## src/rtl/assert_macros.svh

```systemverilog
// assertion macros used by the rtl top level
`ifndef ASSERT_MACROS_SVH
`define ASSERT_MACROS_SVH

// property holds at every clock edge outside reset
`define ASSERT_ALWAYS(label, clk, rst_n, prop, msg) \
  label: assert property (@(posedge clk) disable iff (!rst_n) (prop)) else $error(msg);

// consequent holds in the same cycle as the antecedent
`define ASSERT_IMPL(label, clk, rst_n, ante, cons, msg) \
  label: assert property (@(posedge clk) disable iff (!rst_n) (ante) |-> (cons)) \
    else $error(msg);

// consequent holds in the cycle after the antecedent
`define ASSERT_NEXT(label, clk, rst_n, ante, cons, msg) \
  label: assert property (@(posedge clk) disable iff (!rst_n) (ante) |=> (cons)) \
    else $error(msg);

`endif

```

## src/rtl/dwpi_pkg.sv

```systemverilog
// shared types and constants of the dual wheel pi speed controller
`default_nettype none

package dwpi_pkg;

  localparam int ENCODER_BITS_DEF = 16;

  // configuration register indexes
  localparam logic [2:0] REG_SPEED_LIMIT   = 3'd0;
  localparam logic [2:0] REG_DEFAULT_SPEED = 3'd1;
  localparam logic [2:0] REG_PWM_LIMIT     = 3'd2;
  localparam logic [2:0] REG_PERIOD_MS     = 3'd3;
  localparam logic [2:0] REG_TIMEOUT_MS    = 3'd4;
  localparam logic [2:0] REG_KP_Q16        = 3'd5;
  localparam logic [2:0] REG_KI_Q16        = 3'd6;

  localparam logic [9:0]  RST_SPEED_LIMIT   = 10'd300;
  localparam logic [9:0]  RST_DEFAULT_SPEED = 10'd100;
  localparam logic [14:0] RST_PWM_LIMIT     = 15'd7199;
  localparam logic [15:0] RST_PERIOD_MS     = 16'd100;
  localparam logic [15:0] RST_TIMEOUT_MS    = 16'd500;
  localparam logic [23:0] RST_KP_Q16        = 24'd458752;
  localparam logic [23:0] RST_KI_Q16        = 24'd1049;

  // event codes
  localparam logic [3:0] EV_NONE     = 4'd0;
  localparam logic [3:0] EV_FORWARD  = 4'd1;
  localparam logic [3:0] EV_BACKWARD = 4'd2;
  localparam logic [3:0] EV_TURN_L   = 4'd3;
  localparam logic [3:0] EV_TURN_R   = 4'd4;
  localparam logic [3:0] EV_SPIN_L   = 4'd5;
  localparam logic [3:0] EV_SPIN_R   = 4'd6;
  localparam logic [3:0] EV_STOP     = 4'd7;
  localparam logic [3:0] EV_UNKNOWN  = 4'd8;
  localparam logic [3:0] EV_TIMEOUT  = 4'd9;
  localparam logic [3:0] EV_IGNORED  = 4'd10;

  // command characters
  localparam logic [7:0] CH_F   = 8'h46;
  localparam logic [7:0] CH_B   = 8'h42;
  localparam logic [7:0] CH_L   = 8'h4C;
  localparam logic [7:0] CH_R   = 8'h52;
  localparam logic [7:0] CH_Q   = 8'h51;
  localparam logic [7:0] CH_E   = 8'h45;
  localparam logic [7:0] CH_S   = 8'h53;
  localparam logic [7:0] CH_NUL = 8'h00;
  localparam logic [7:0] CH_CR  = 8'h0D;
  localparam logic [7:0] CH_LF  = 8'h0A;
  localparam logic [7:0] CH_LC_A = 8'h61;
  localparam logic [7:0] CH_LC_Z = 8'h7A;
  localparam logic [7:0] CASE_OFFSET = 8'h20;

  typedef enum logic [1:0] {
    ACT_NONE,
    ACT_SET,
    ACT_STOP
  } cmd_act_t;

  typedef struct packed {
    cmd_act_t          act;
    logic [3:0]        ev;
    logic signed [10:0] goal_l;
    logic signed [10:0] goal_r;
  } cmd_dec_t;

  typedef struct packed {
    logic signed [15:0] accum;
    logic signed [16:0] err;
  } wheel_upd_t;

endpackage

`default_nettype wire

```

## src/rtl/dwpi_wheel.sv

```systemverilog
// incremental pi update for one wheel
`default_nettype none

module dwpi_wheel #(
  parameter int ENCODER_BITS = dwpi_pkg::ENCODER_BITS_DEF
) (
  input  wire logic signed [10:0] goal,
  input  wire logic signed [15:0] speed_raw,
  input  wire logic signed [15:0] accum,
  input  wire logic signed [16:0] prev_err,
  input  wire logic [23:0]        kp_q16,
  input  wire logic [23:0]        ki_q16,
  input  wire logic [14:0]        pwm_limit,
  output dwpi_pkg::wheel_upd_t    upd
);
  import dwpi_pkg::*;

  localparam int SAT_BITS = (ENCODER_BITS < 16) ? ENCODER_BITS : 16;
  localparam logic signed [15:0] SPD_HI = 16'((33'sd1 <<< (SAT_BITS - 1)) - 33'sd1);
  localparam logic signed [15:0] SPD_LO = -SPD_HI - 16'sd1;

  logic signed [15:0] spd;
  logic signed [16:0] err;
  logic signed [17:0] diff;
  logic signed [42:0] p_prod;
  logic signed [42:0] i_prod;
  logic signed [42:0] sum;
  logic               round_up;
  logic signed [26:0] quot;
  logic signed [27:0] acc_new;
  logic signed [27:0] lim;

  always_comb begin
    if (speed_raw > SPD_HI) begin
      spd = SPD_HI;
    end else if (speed_raw < SPD_LO) begin
      spd = SPD_LO;
    end else begin
      spd = speed_raw;
    end
  end

  assign err    = {{6{goal[10]}}, goal} - {spd[15], spd};
  assign diff   = {err[16], err} - {prev_err[16], prev_err};
  assign p_prod = $signed({1'b0, kp_q16}) * diff;
  assign i_prod = $signed({1'b0, ki_q16}) * err;
  assign sum    = p_prod + i_prod;

  // divide by 65536 truncating toward zero
  assign round_up = sum[42] && (sum[15:0] != 16'd0);
  assign quot     = sum[42:16] + $signed({26'd0, round_up});
  assign acc_new  = {{12{accum[15]}}, accum} + {quot[26], quot};
  assign lim      = $signed({13'd0, pwm_limit});

  always_comb begin
    if (acc_new > lim) begin
      upd.accum = lim[15:0];
    end else if (acc_new < -lim) begin
      upd.accum = 16'(-lim);
    end else begin
      upd.accum = acc_new[15:0];
    end
    upd.err = err;
  end

endmodule

`default_nettype wire

```

## config.mk

```make
export PLATFORM = sky130hd
export DESIGN_NAME = dwpi_wheel
export DESIGN_NICKNAME = d
export VERILOG_FILES = /design/src/rtl/assert_macros.svh /design/src/rtl/dwpi_pkg.sv /design/src/rtl/dwpi_wheel.sv
export SDC_FILE = /design/constraint.sdc
export NUM_CORES = 2
export LEC_CHECK = 0
export BUFFER_PORTS_ARGS = -buffer_cell sky130_fd_sc_hd__buf_2
export CORE_MARGIN = 2
export CORE_UTILIZATION = 60
export DETAILED_ROUTE_END_ITERATION = 10
export PLACE_DENSITY = 0.78
export SYNTH_ARGS = -nofsm -noshare
export SYNTH_HDL_FRONTEND = slang
export SYNTH_SLANG_ARGS = --single-unit
```

## constraint.sdc

```tcl
create_clock -name vclk -period 37.8
set_input_delay 9.45 -clock vclk [all_inputs]
set_output_delay 9.45 -clock vclk [all_outputs]
set_load 0.05 [all_outputs]
```

==> results.json <==
{
  "wirelength_mm": 86.75,
  "rows": 86,
  "crit_slowest_cell": "or3_1",
  "drtPass1Iterations": 6,
  "cp_num_buf_inv": 8,
  "synth_cell_types": 98,
  "worst_ep_arrival_time_ns": 27.45,
  "io_buffer_count": 156,
  "finalMaxSlewViolations": 0,
  "rsz0062_at_grt": "no",
  "dp_hpwl_mm": 73.72,
  "path_delay_family": "compound AO/OA/AOI/OAI gates",
  "crit_path_end_kind": "output pin",
  "setup-violations-final": 0,
  "grt.total_usage_pct": 31.55,
  "grt_max_degree": 31,
  "final_common_cell": "inv_1",
  "critPathRequiredTime_ns": 28.35,
  "synth-seq-area-share_pct": 0,
  "final_cell_mix": "inv_1, fa_1, nand2_1",
  "clkbuf_count": 0,
  "first_iter_violations": 1972,
  "cts_setup_buffers": 0,
  "final_antenna_net_count": 0,
  "startpoint_type": "input port",
  "worst_slew_pin_slew_ns": 1.237,
  "fin_crit_ns": 36.90,
  "drv_cap": 0,
  "yosys_warnings": 0,
  "seqCellArea_sq_um": 0,
  "die_h_um": 240.0,
  "setup.worst_path.start": "goal[0]",
  "routedWlPerCell_um": 18.70,
  "nets": 5130,
  "fill_cells": 4629,
  "gp_congestion": 0.9285,
  "relSlewSlack_pct": 17.53,
  "setup-tns-final_ns": 0,
  "routed-via-count": 26023,
  "hold_path.class": "in -> out",
  "cts_resized": 0,
  "grt_pass1_wl_mm": 142.9,
  "area_delta_synth_final_pct": 4.592,
  "first_global_vias": 27413,
  "criticalPathCategory": "in -> out",
  "cp_max_fo": 30,
  "hp-start": "pwm_limit[1]",
  "synth_cells": 3859,
  "num_io_pins": 156,
  "core_sq_mm": 0.05509,
  "max_freq_mhz": 27.10,
  "outcome": "finished, final reports clean",
  "seq_cell_count": 0,
  "fin_crit_sh_pct": 97.61,
  "diodes": 0,
  "drive_above_1_share_pct": 7.686,
  "antenna_found_initial": 2,
  "start_util_pct": 60.63,
  "hold_buffers": 0,
  "syn-cell-area_sq_mm": 0.03340,
  "slowest_delay_ns": 0.69,
  "hold_ws_ns": 19.31,
  "synth_nets": 5097,
  "die_area_sq_mm": 0.05758,
  "finalHoldViolations": 0,
  "syn_area_per_cell_sq_um": 8.656,
  "die_x_um": 240.0,
  "vias_per_cell": 5.611,
  "post-route-drc-count": 0,
  "overflow": 0
}
-- routing by layer --
metal  share of wire [%]  track usage [%]
met1                  41            43.39
met2                  46            50.66
met3                 9.5            6.510
met4                 3.5            9.524
met5               0.015                0
-- logic make-up after synthesis --
group / count (synthesis) / share of synthesized area [%]
simple gates: 1210 / 18.28
fa+ha+maj: 1116 / 59.01
buf+inv: 1075 / 12.20
compound gates: 347 / 7.495
xor+xnor: 99 / 2.652
mux: 12 / 0.3596
-- final cells by class --
cell class	instances	area [sq um]	area share, %
timing repair buffer	188	1021	2.922
multi-input combinational	2784	29540	84.54
tap	748	935.9	2.679
inverter	918	3446	9.862
-- tightest hold or removal path, cell delays in order --
cell     delay (ns)
buf_2          0.11
nand2_1        0.04
o21ai_1        0.05
buf_2          0.21
-- metrics by stage --
stage	utilization, %	instance area, sq um	setup slack, ns	cells
2_1_floorplan	-	33400	1.842	3859
3_3_place_gp	63.41	34930	1.432	4638
3_5_place_dp	63.41	34930	1.156	4638
4_1_cts	63.41	34930	1.075	4638
5_1_grt	63.42	34940	0.03223	4638
6_report	63.42	34940	0.9031	4638
-- worst paths after layout --
path / end / cells after the start
hold / removal: upd[18] / 4
setup / recovery: upd[17] / 70
-- cell usage after synthesis, types with 16 or more instances --
cell / count / area share [%]
a21o_1: 39 / 0.88
a21oi_1: 82 / 1.2
and2_1: 304 / 5.7
and3_1: 36 / 0.67
clkbuf_1: 142 / 1.6
fa_1: 766 / 46
ha_1: 349 / 13
inv_1: 915 / 10
nand2_1: 501 / 5.6
nand2b_1: 22 / 0.41
nand3_1: 37 / 0.55
nand4_1: 16 / 0.30
nor2_1: 94 / 1.1
nor2b_1: 78 / 1.5
nor3_1: 33 / 0.49
o211ai_1: 16 / 0.36
o21ai_0: 46 / 0.69
or2_2: 29 / 0.54
xnor2_1: 65 / 1.7
xor2_1: 33 / 0.87
Power is not shown: default switching activity piles up to over one toggle a cycle in this logic, so the estimate is an artifact.
