File: src/rtl/assert_macros.svh
// assertion macros used by the rtl top level
`ifndef ASSERT_MACROS_SVH
`define ASSERT_MACROS_SVH

// property holds at every clock edge outside reset
`define ASSERT_ALWAYS(label, clk, rst_n, prop, msg) \
  label: assert property (@(posedge clk) disable iff (!rst_n) (prop)) else $error(msg);

// consequent holds in the same cycle as the antecedent
`define ASSERT_IMPL(label, clk, rst_n, ante, cons, msg) \
  label: assert property (@(posedge clk) disable iff (!rst_n) (ante) |-> (cons)) \
    else $error(msg);

// consequent holds in the cycle after the antecedent
`define ASSERT_NEXT(label, clk, rst_n, ante, cons, msg) \
  label: assert property (@(posedge clk) disable iff (!rst_n) (ante) |=> (cons)) \
    else $error(msg);

`endif

File: src/rtl/dwpi_pkg.sv
// shared types and constants of the dual wheel pi speed controller
`default_nettype none

package dwpi_pkg;

  localparam int ENCODER_BITS_DEF = 16;

  // configuration register indexes
  localparam logic [2:0] REG_SPEED_LIMIT   = 3'd0;
  localparam logic [2:0] REG_DEFAULT_SPEED = 3'd1;
  localparam logic [2:0] REG_PWM_LIMIT     = 3'd2;
  localparam logic [2:0] REG_PERIOD_MS     = 3'd3;
  localparam logic [2:0] REG_TIMEOUT_MS    = 3'd4;
  localparam logic [2:0] REG_KP_Q16        = 3'd5;
  localparam logic [2:0] REG_KI_Q16        = 3'd6;

  localparam logic [9:0]  RST_SPEED_LIMIT   = 10'd300;
  localparam logic [9:0]  RST_DEFAULT_SPEED = 10'd100;
  localparam logic [14:0] RST_PWM_LIMIT     = 15'd7199;
  localparam logic [15:0] RST_PERIOD_MS     = 16'd100;
  localparam logic [15:0] RST_TIMEOUT_MS    = 16'd500;
  localparam logic [23:0] RST_KP_Q16        = 24'd458752;
  localparam logic [23:0] RST_KI_Q16        = 24'd1049;

  // event codes
  localparam logic [3:0] EV_NONE     = 4'd0;
  localparam logic [3:0] EV_FORWARD  = 4'd1;
  localparam logic [3:0] EV_BACKWARD = 4'd2;
  localparam logic [3:0] EV_TURN_L   = 4'd3;
  localparam logic [3:0] EV_TURN_R   = 4'd4;
  localparam logic [3:0] EV_SPIN_L   = 4'd5;
  localparam logic [3:0] EV_SPIN_R   = 4'd6;
  localparam logic [3:0] EV_STOP     = 4'd7;
  localparam logic [3:0] EV_UNKNOWN  = 4'd8;
  localparam logic [3:0] EV_TIMEOUT  = 4'd9;
  localparam logic [3:0] EV_IGNORED  = 4'd10;

  // command characters
  localparam logic [7:0] CH_F   = 8'h46;
  localparam logic [7:0] CH_B   = 8'h42;
  localparam logic [7:0] CH_L   = 8'h4C;
  localparam logic [7:0] CH_R   = 8'h52;
  localparam logic [7:0] CH_Q   = 8'h51;
  localparam logic [7:0] CH_E   = 8'h45;
  localparam logic [7:0] CH_S   = 8'h53;
  localparam logic [7:0] CH_NUL = 8'h00;
  localparam logic [7:0] CH_CR  = 8'h0D;
  localparam logic [7:0] CH_LF  = 8'h0A;
  localparam logic [7:0] CH_LC_A = 8'h61;
  localparam logic [7:0] CH_LC_Z = 8'h7A;
  localparam logic [7:0] CASE_OFFSET = 8'h20;

  typedef enum logic [1:0] {
    ACT_NONE,
    ACT_SET,
    ACT_STOP
  } cmd_act_t;

  typedef struct packed {
    cmd_act_t          act;
    logic [3:0]        ev;
    logic signed [10:0] goal_l;
    logic signed [10:0] goal_r;
  } cmd_dec_t;

  typedef struct packed {
    logic signed [15:0] accum;
    logic signed [16:0] err;
  } wheel_upd_t;

endpackage

`default_nettype wire

File: src/rtl/dwpi_cmd_dec.sv
// command byte decoder: case folding, goal selection and event code
`default_nettype none

module dwpi_cmd_dec (
  input  wire logic [7:0]        cmd_byte,
  input  wire logic [9:0]        default_speed,
  input  wire logic [9:0]        speed_limit,
  output dwpi_pkg::cmd_dec_t     dec
);
  import dwpi_pkg::*;

  logic [7:0]         ch;
  logic [9:0]         spd;
  logic signed [10:0] pos;
  logic signed [10:0] neg;

  assign spd = (default_speed < speed_limit) ? default_speed : speed_limit;
  assign pos = $signed({1'b0, spd});
  assign neg = -pos;
  assign ch  = ((cmd_byte >= CH_LC_A) && (cmd_byte <= CH_LC_Z)) ? cmd_byte - CASE_OFFSET
                                                                 : cmd_byte;

  always_comb begin
    dec.act    = ACT_STOP;
    dec.ev     = EV_UNKNOWN;
    dec.goal_l = '0;
    dec.goal_r = '0;
    unique case (ch) inside
      CH_F: begin
        dec.act = ACT_SET; dec.ev = EV_FORWARD;  dec.goal_l = pos; dec.goal_r = pos;
      end
      CH_B: begin
        dec.act = ACT_SET; dec.ev = EV_BACKWARD; dec.goal_l = neg; dec.goal_r = neg;
      end
      CH_L: begin
        dec.act = ACT_SET; dec.ev = EV_TURN_L;   dec.goal_r = pos;
      end
      CH_R: begin
        dec.act = ACT_SET; dec.ev = EV_TURN_R;   dec.goal_l = pos;
      end
      CH_Q: begin
        dec.act = ACT_SET; dec.ev = EV_SPIN_L;   dec.goal_l = neg; dec.goal_r = pos;
      end
      CH_E: begin
        dec.act = ACT_SET; dec.ev = EV_SPIN_R;   dec.goal_l = pos; dec.goal_r = neg;
      end
      CH_S: begin
        dec.act = ACT_STOP; dec.ev = EV_STOP;
      end
      CH_NUL, CH_CR, CH_LF: begin
        dec.act = ACT_NONE; dec.ev = EV_IGNORED;
      end
      default: begin
        dec.act = ACT_STOP; dec.ev = EV_UNKNOWN;
      end
    endcase
  end

endmodule

`default_nettype wire

File: config.mk
export PLATFORM = sky130hd
export DESIGN_NAME = dwpi_cmd_dec
export DESIGN_NICKNAME = d
export VERILOG_FILES = /design/src/rtl/assert_macros.svh /design/src/rtl/dwpi_pkg.sv /design/src/rtl/dwpi_cmd_dec.sv
export SDC_FILE = /design/constraint.sdc
export NUM_CORES = 1
export LEC_CHECK = 0
export BUFFER_PORTS_ARGS = -buffer_cell sky130_fd_sc_hd__buf_2
export CORE_MARGIN = 5
export CORE_UTILIZATION = 30
export DETAILED_ROUTE_END_ITERATION = 8
export GPL_TIMING_DRIVEN = 0
export PLACE_DENSITY = 0.62
export SKIP_LAST_GASP = 1
export SYNTH_ARGS = -nofsm -noshare
export SYNTH_HDL_FRONTEND = slang
export SYNTH_SLANG_ARGS = --single-unit
File: constraint.sdc
create_clock -name vclk -period 2.85
set_clock_uncertainty 0.05 [all_clocks]
set_input_delay 0.1425 -clock vclk [all_inputs]
set_output_delay 0.1425 -clock vclk [all_outputs]
set_load 0.01 [all_outputs]
==> results of run 1 <==
-- layout make-up --
cell class | count | area, µm² | area share (%)
multi-input cells | 155 | 1230 | 69.4
well taps | 48 | 60.1 | 3.39
inverters | 15 | 63.8 | 3.60
plain buffers | 11 | 53.8 | 3.03
repair buffers | 60 | 364 | 20.5
-- through the flow --
| step | setup TNS, ps | setup slack, ps | power (mW) | hold slack, ps | utilization [%] |
|---|---|---|---|---|---|
| finish | -580 | -112 | 0.267 | 625 | 47.7 |
| global route | -1290 | -236 | 0.296 | 675 | 47.7 |
| CTS | -807 | -151 | 0.265 | 621 | 47.4 |
| detailed placement | -3000 | -543 | 0.227 | 619 | 42.2 |
| global placement | -2880 | -535 | 0.224 | 619 | 42.2 |
| floorplan | -102 | -51.0 | 0.160 | 415 | - |
-- metal layers --
| layer | global-route usage (%) | part of all wire [%] | vias up | wire length (µm) |
|---|---|---|---|---|
| li1 | - | - | 793 | - |
| met1 | 18.3 | 45 | 709 | 1720 |
| met2 | 27.3 | 50 | 34 | 1930 |
| met3 | 1.24 | 5.4 | 0 | 207 |
| met4 | 0 | 0 | 0 | 0 |
| met5 | 0 | 0 | - | 0 |
-- worst max-delay path by stage --
stage,startpoint,to,slack (ps),cells after the start
global placement,speed_limit[7],dec[19],-540,15
floorplan,speed_limit[7],dec[19],-50,13
CTS,speed_limit[7],dec[19],-150,15
finish,speed_limit[7],dec[19],-110,14
detailed placement,speed_limit[6],dec[19],-540,15
global route,speed_limit[7],dec[8],-240,14
-- cell usage after synthesis --
library cell,number
or4_1,1
o21ai_1,1
mux2i_4,1
a21oi_1,15
o2bb2ai_1,1
nand4b_1,2
o21bai_1,1
a211o_1,1
xnor2_1,12
or3b_1,1
nor4_1,2
a22oi_1,1
o22ai_1,18
o211ai_1,1
nor2_1,18
nand3b_1,1
or4b_1,1
nor3_1,10
xor2_1,3
or3_1,6
ha_1,11
nand4_1,2
buf_6,1
o31a_1,1
inv_1,15
nand2b_1,4
and3_1,3
clkbuf_1,2
o32a_1,1
buf_2,7
mux2i_1,10
buf_4,1
nand2_1,9
o21ai_0,6
o41ai_1,1
a211oi_1,1
buf_1,1
nor2b_1,1
nand3_1,3
a21o_1,3
a31oi_1,2
-- cell families (layout without fill, tap and decap cells) --
group | after synthesis | count (layout) | share of synthesized area [%]
AO/OA/AOI/OAI | 54 | 54 | 28.3
XOR/XNOR | 15 | 15 | 11.2
adder cells (fa/ha/maj) | 11 | 11 | 11.7
buffers and inverters | 27 | 86 | 10.3
multiplexers | 11 | 11 | 10.4
AND/OR/NAND/NOR | 64 | 64 | 28.1
-- timing repair --
item	in CTS	in global routing
pin swaps	9	1
endpoints found under the setup margin	8	8
gates resized for setup	29	6
setup buffers	9	0
-- power by group --
group          internal, mW  total [mW]  switching (mW)
clock network             0           0               0
logic                 0.126       0.267           0.141
registers                 0           0               0
total                 0.126       0.267           0.141
-- worst min-delay path, delay by kind of cell --
kind	cells	cell delay (ps)
buf+inv	2	240
simple gates	2	150
==> out/qor.txt, run 1 <==
Status -> finished, violations left
Violated checks -> negative setup slack
Initial antenna violation count -> 0
WHS Endpoint -> dec[27]
Antenna cell count -> 0
Placed cells -> 281
CLK BUF -> 0
Die W -> 72.6 µm
GRT Util Overall -> 14.3%
Max FO, Critical Path -> 3
Hold Vio Cnt, Final -> 0
Max-Cap Viols -> 0
Synthesized instance count -> 182
DR DRC count -> 0
Initial Utilization -> 31.6%
Top delay family on crit path -> simple AND/OR/NAND/NOR gates
Area contributors post-synth -> ha_1 12%, o22ai_1 9.6%, xnor2_1 8.9%, mux2i_1 8.5%, a21oi_1 6.4%
CP Cell Sequence -> buf_8, inv_4, ha_4, a211oi_2, nor2_1, or4_4, mux2i_4, ha_2, or3b_4, nor3_2, xnor2_1, o21ai_2, o22ai_2, buf_2
Worst Hold Depth -> 4
Slowest stage delay, CP -> 580 ps
Yosys warning count -> 0
Boundary Pins -> 56
Number of global-route vias before repair -> 1456
Count of distinct cell types in the synthesized netlist -> 41
Max-slew headroom -> 60.1%
Cell area after synthesis -> 0.00118 mm²
Die area -> 0.00527 mm²
Setup ws final -> -112 ps
Hold path startpoint -> cmd_byte[7]
WL final -> 3850 µm
Commonest non-fill, non-tap cell in the layout -> buf_2
Tmin final -> 2960 ps
Core area -> 0.00372 mm²
Fin. max-slew vios -> 0
CP max stage cell -> or4_4
Required time worst endpoint -> 2660 ps
Synthesized net count -> 221
Placement Cell Area -> 0.00157 mm²
Cts hold-fix bufs -> 0
Port Buffer Count -> 51
Critical Path Start Type -> input pin
First DRT Iteration DRCs -> 68
Vias -> 1536
Post-layout instance area -> 0.00177 mm²
Largest net degree at the start of global routing -> 11
Synth area leader -> ha_1
Chip Height -> 72.6 µm
Sequential share of the synthesized area -> 0%
Type of the worst min-delay path -> input pin to output pin
Synth top area share -> 11.7%
# setup viols final -> 6
Placer Congestion -> 0.853
WL/cell -> 13.3 µm
Nets -> 282
Worst Path Arrival -> 2770 ps
RSZ-0062 raised after global routing -> yes
Power per cell area -> 151 mW/mm²
Global route overflow -> 0
Final Non-Filler Cells -> 289
Avg Synthesized Cell Area -> 6.46 µm²
Register Area -> 0 µm²
Site row count -> 22
Layout area overhead -> 50.7%
Worst Setup Path Type -> input pin to output pin
Fillers -> 399
Detailed Place HPWL -> 3150 µm
F_max -> 338 MHz
First-pass GRT wire length -> 6530 µm
Via density -> 5.31
VDD IR max -> 0.0772 mV
Drt first pass iters -> 4
Static Leak -> 0.778 nW
CP Capture Type -> output pin
FF+latch count -> 0
Post-route ant nets -> 0
Commonest cells after routing, fill and taps aside -> 49 x buf_2, 18 x nor2_1, 16 x buf_4, 16 x o22ai_1
Layout cells sized above 1 -> 41.1%
Slew @ Worst Pin -> 593 ps
Final Cycle Share -> 104%
Buf/Inv on CP -> 3
(Power assumes the default switching activity.)
==> run 2, diff against run 1 <==
- CORE_UTILIZATION: 30 -> 45
- PLACE_DENSITY: 0.62 -> 0.85
==> out/qor.txt, run 2 (synthesized netlist as in run 1, its figures left out) <==
Status -> finished, violations left
Violated checks -> negative setup slack
Hold path startpoint -> cmd_byte[7]
Sw power -> 0.164 mW
Share of power burned in registers -> 0%
Max-Cap Viols -> 0
Die area -> 0.00374 mm²
Critical Path Start Type -> input pin
CLK BUF -> 0
Tmin final -> 3040 ps
Hold Vio Cnt, Final -> 0
Die W -> 61.1 µm
GR Util met2 -> 45.5%
Via density -> 6.28
Register Area -> 0 µm²
WL/cell -> 17.5 µm
F_max -> 329 MHz
Final Cycle Share -> 107%
M1 GR Usage -> 27.6%
Chip Height -> 61.1 µm
Setup ws final -> -190 ps
FF+latch count -> 0
Antenna cell count -> 0
Core area -> 0.00250 mm²
Initial antenna violation count -> 0
Commonest non-fill, non-tap cell in the layout -> buf_2
CP Capture Type -> output pin
Total power -> 0.302 mW
First-pass GRT wire length -> 7130 µm
Layout area overhead -> 56.9%
Fillers -> 180
Nets -> 285
P_int -> 0.138 mW
Commonest cells after routing, fill and taps aside -> 46 x buf_2, 19 x buf_4, 17 x nor2_1
Power per cell area -> 164 mW/mm²
Initial Utilization -> 47.0%
# setup viols final -> 6
Vias -> 1722
Slew @ Worst Pin -> 602 ps
Post-layout instance area -> 0.00185 mm²
First DRT Iteration DRCs -> 123
Largest net degree at the start of global routing -> 11
Drt first pass iters -> 4
Static Leak -> 0.822 nW
Gr busiest metal -> met2
Sw Ratio -> 54.4%
Placer Congestion -> 0.853
Worst Hold Depth -> 4
Placement Cell Area -> 0.00154 mm²
WL final -> 4800 µm
Port Buffer Count -> 51
Worst Path Arrival -> 2850 ps
Global route overflow -> 0
Site row count -> 18
Type of the worst min-delay path -> input pin to output pin
Detailed Place HPWL -> 3030 µm
Max-slew headroom -> 59.5%
Layout cells sized above 1 -> 43.9%
Combinational fraction of design power -> 100.0%
Required time worst endpoint -> 2660 ps
WHS Endpoint -> dec[27]
Fin. max-slew vios -> 0
Place WS -> -506 ps
Global routing usage on met3 -> 2.73%
Worst Setup Path Type -> input pin to output pin
Post-route ant nets -> 0
RSZ-0062 raised after global routing -> yes
Clock share of power -> 0%
VDD IR max -> 0.125 mV
DR DRC count -> 0
GRT Util Overall -> 24.2%
Number of global-route vias before repair -> 1562
Max FO, Critical Path -> 4
Boundary Pins -> 56
Hold WS -> 619 ps
[run 2: cell count changes in the layout (fill, tap and decap cells not counted), sizes merged]
| cell | before | now |
|---|---|---|
| buf | 69 | 72 |
[run 2: power by group through the flow]
stage	Sequential, mW	Combinational (mW)	Clock (mW)
after global placement	0	0.220	0
final	0	0.302	0
after floorplan	0	0.160	0
after detailed placement	0	0.226	0
after global routing	0	0.324	0
after CTS	0	0.262	0
[run 2: critical path, cell delays in order]
cell	delay, ps
buf_2	140
inv_4	50
ha_4	210
nand4_1	110
nor3_1	60
or4_4	600
mux2i_4	220
ha_2	200
buf_4	130
nand3_1	180
xnor2_1	330
a21oi_2	120
o22ai_1	170
buf_2	170
[run 2: timing repair]
item,4_1_cts,5_1_grt
endpoints found under the setup margin,8,9
hold buffers,0,0
setup buffers,9,3
pin swaps,8,10
resized for setup,23,33
[run 2: cell type report]
cell class,count,area [µm²],area share (%)
tap,30,37.5,2.03
multi-input combinational,155,1270,69.0
timing repair buffer,63,409,22.2
inverter,15,71.3,3.86
buffer,11,53.8,2.92
[run 2: metal layers]
| layer | vias up | routed length [µm] |
|---|---|---|
| li1 | 806 | - |
| met1 | 799 | 1770 |
| met2 | 99 | 2450 |
| met3 | 18 | 425 |
| met4 | 0 | 151 |
| met5 | - | 0 |
[run 2: worst max-delay path by stage]
stage              end  slack (ps)  depth (start not counted)           start
2_1_floorplan  dec[19]         -50                         13  speed_limit[7]
3_3_place_gp    dec[8]        -450                         15  speed_limit[6]
3_5_place_dp    dec[8]        -510                         15  speed_limit[7]
4_1_cts        dec[19]        -190                         15  speed_limit[7]
5_1_grt         dec[8]        -250                         17  speed_limit[3]
6_report       dec[17]        -190                         14  speed_limit[9]
[run 2: metrics by stage]
| stage | setup TNS, ps | std cells | util [%] |
|---|---|---|---|
| after floorplan | -102 | 182 | - |
| after global routing | -1380 | 274 | 73.8 |
| after detailed placement | -2700 | 263 | 61.8 |
| final | -929 | 274 | 73.8 |
| after CTS | -804 | 272 | 68.5 |
| after global placement | -2320 | 263 | 61.8 |
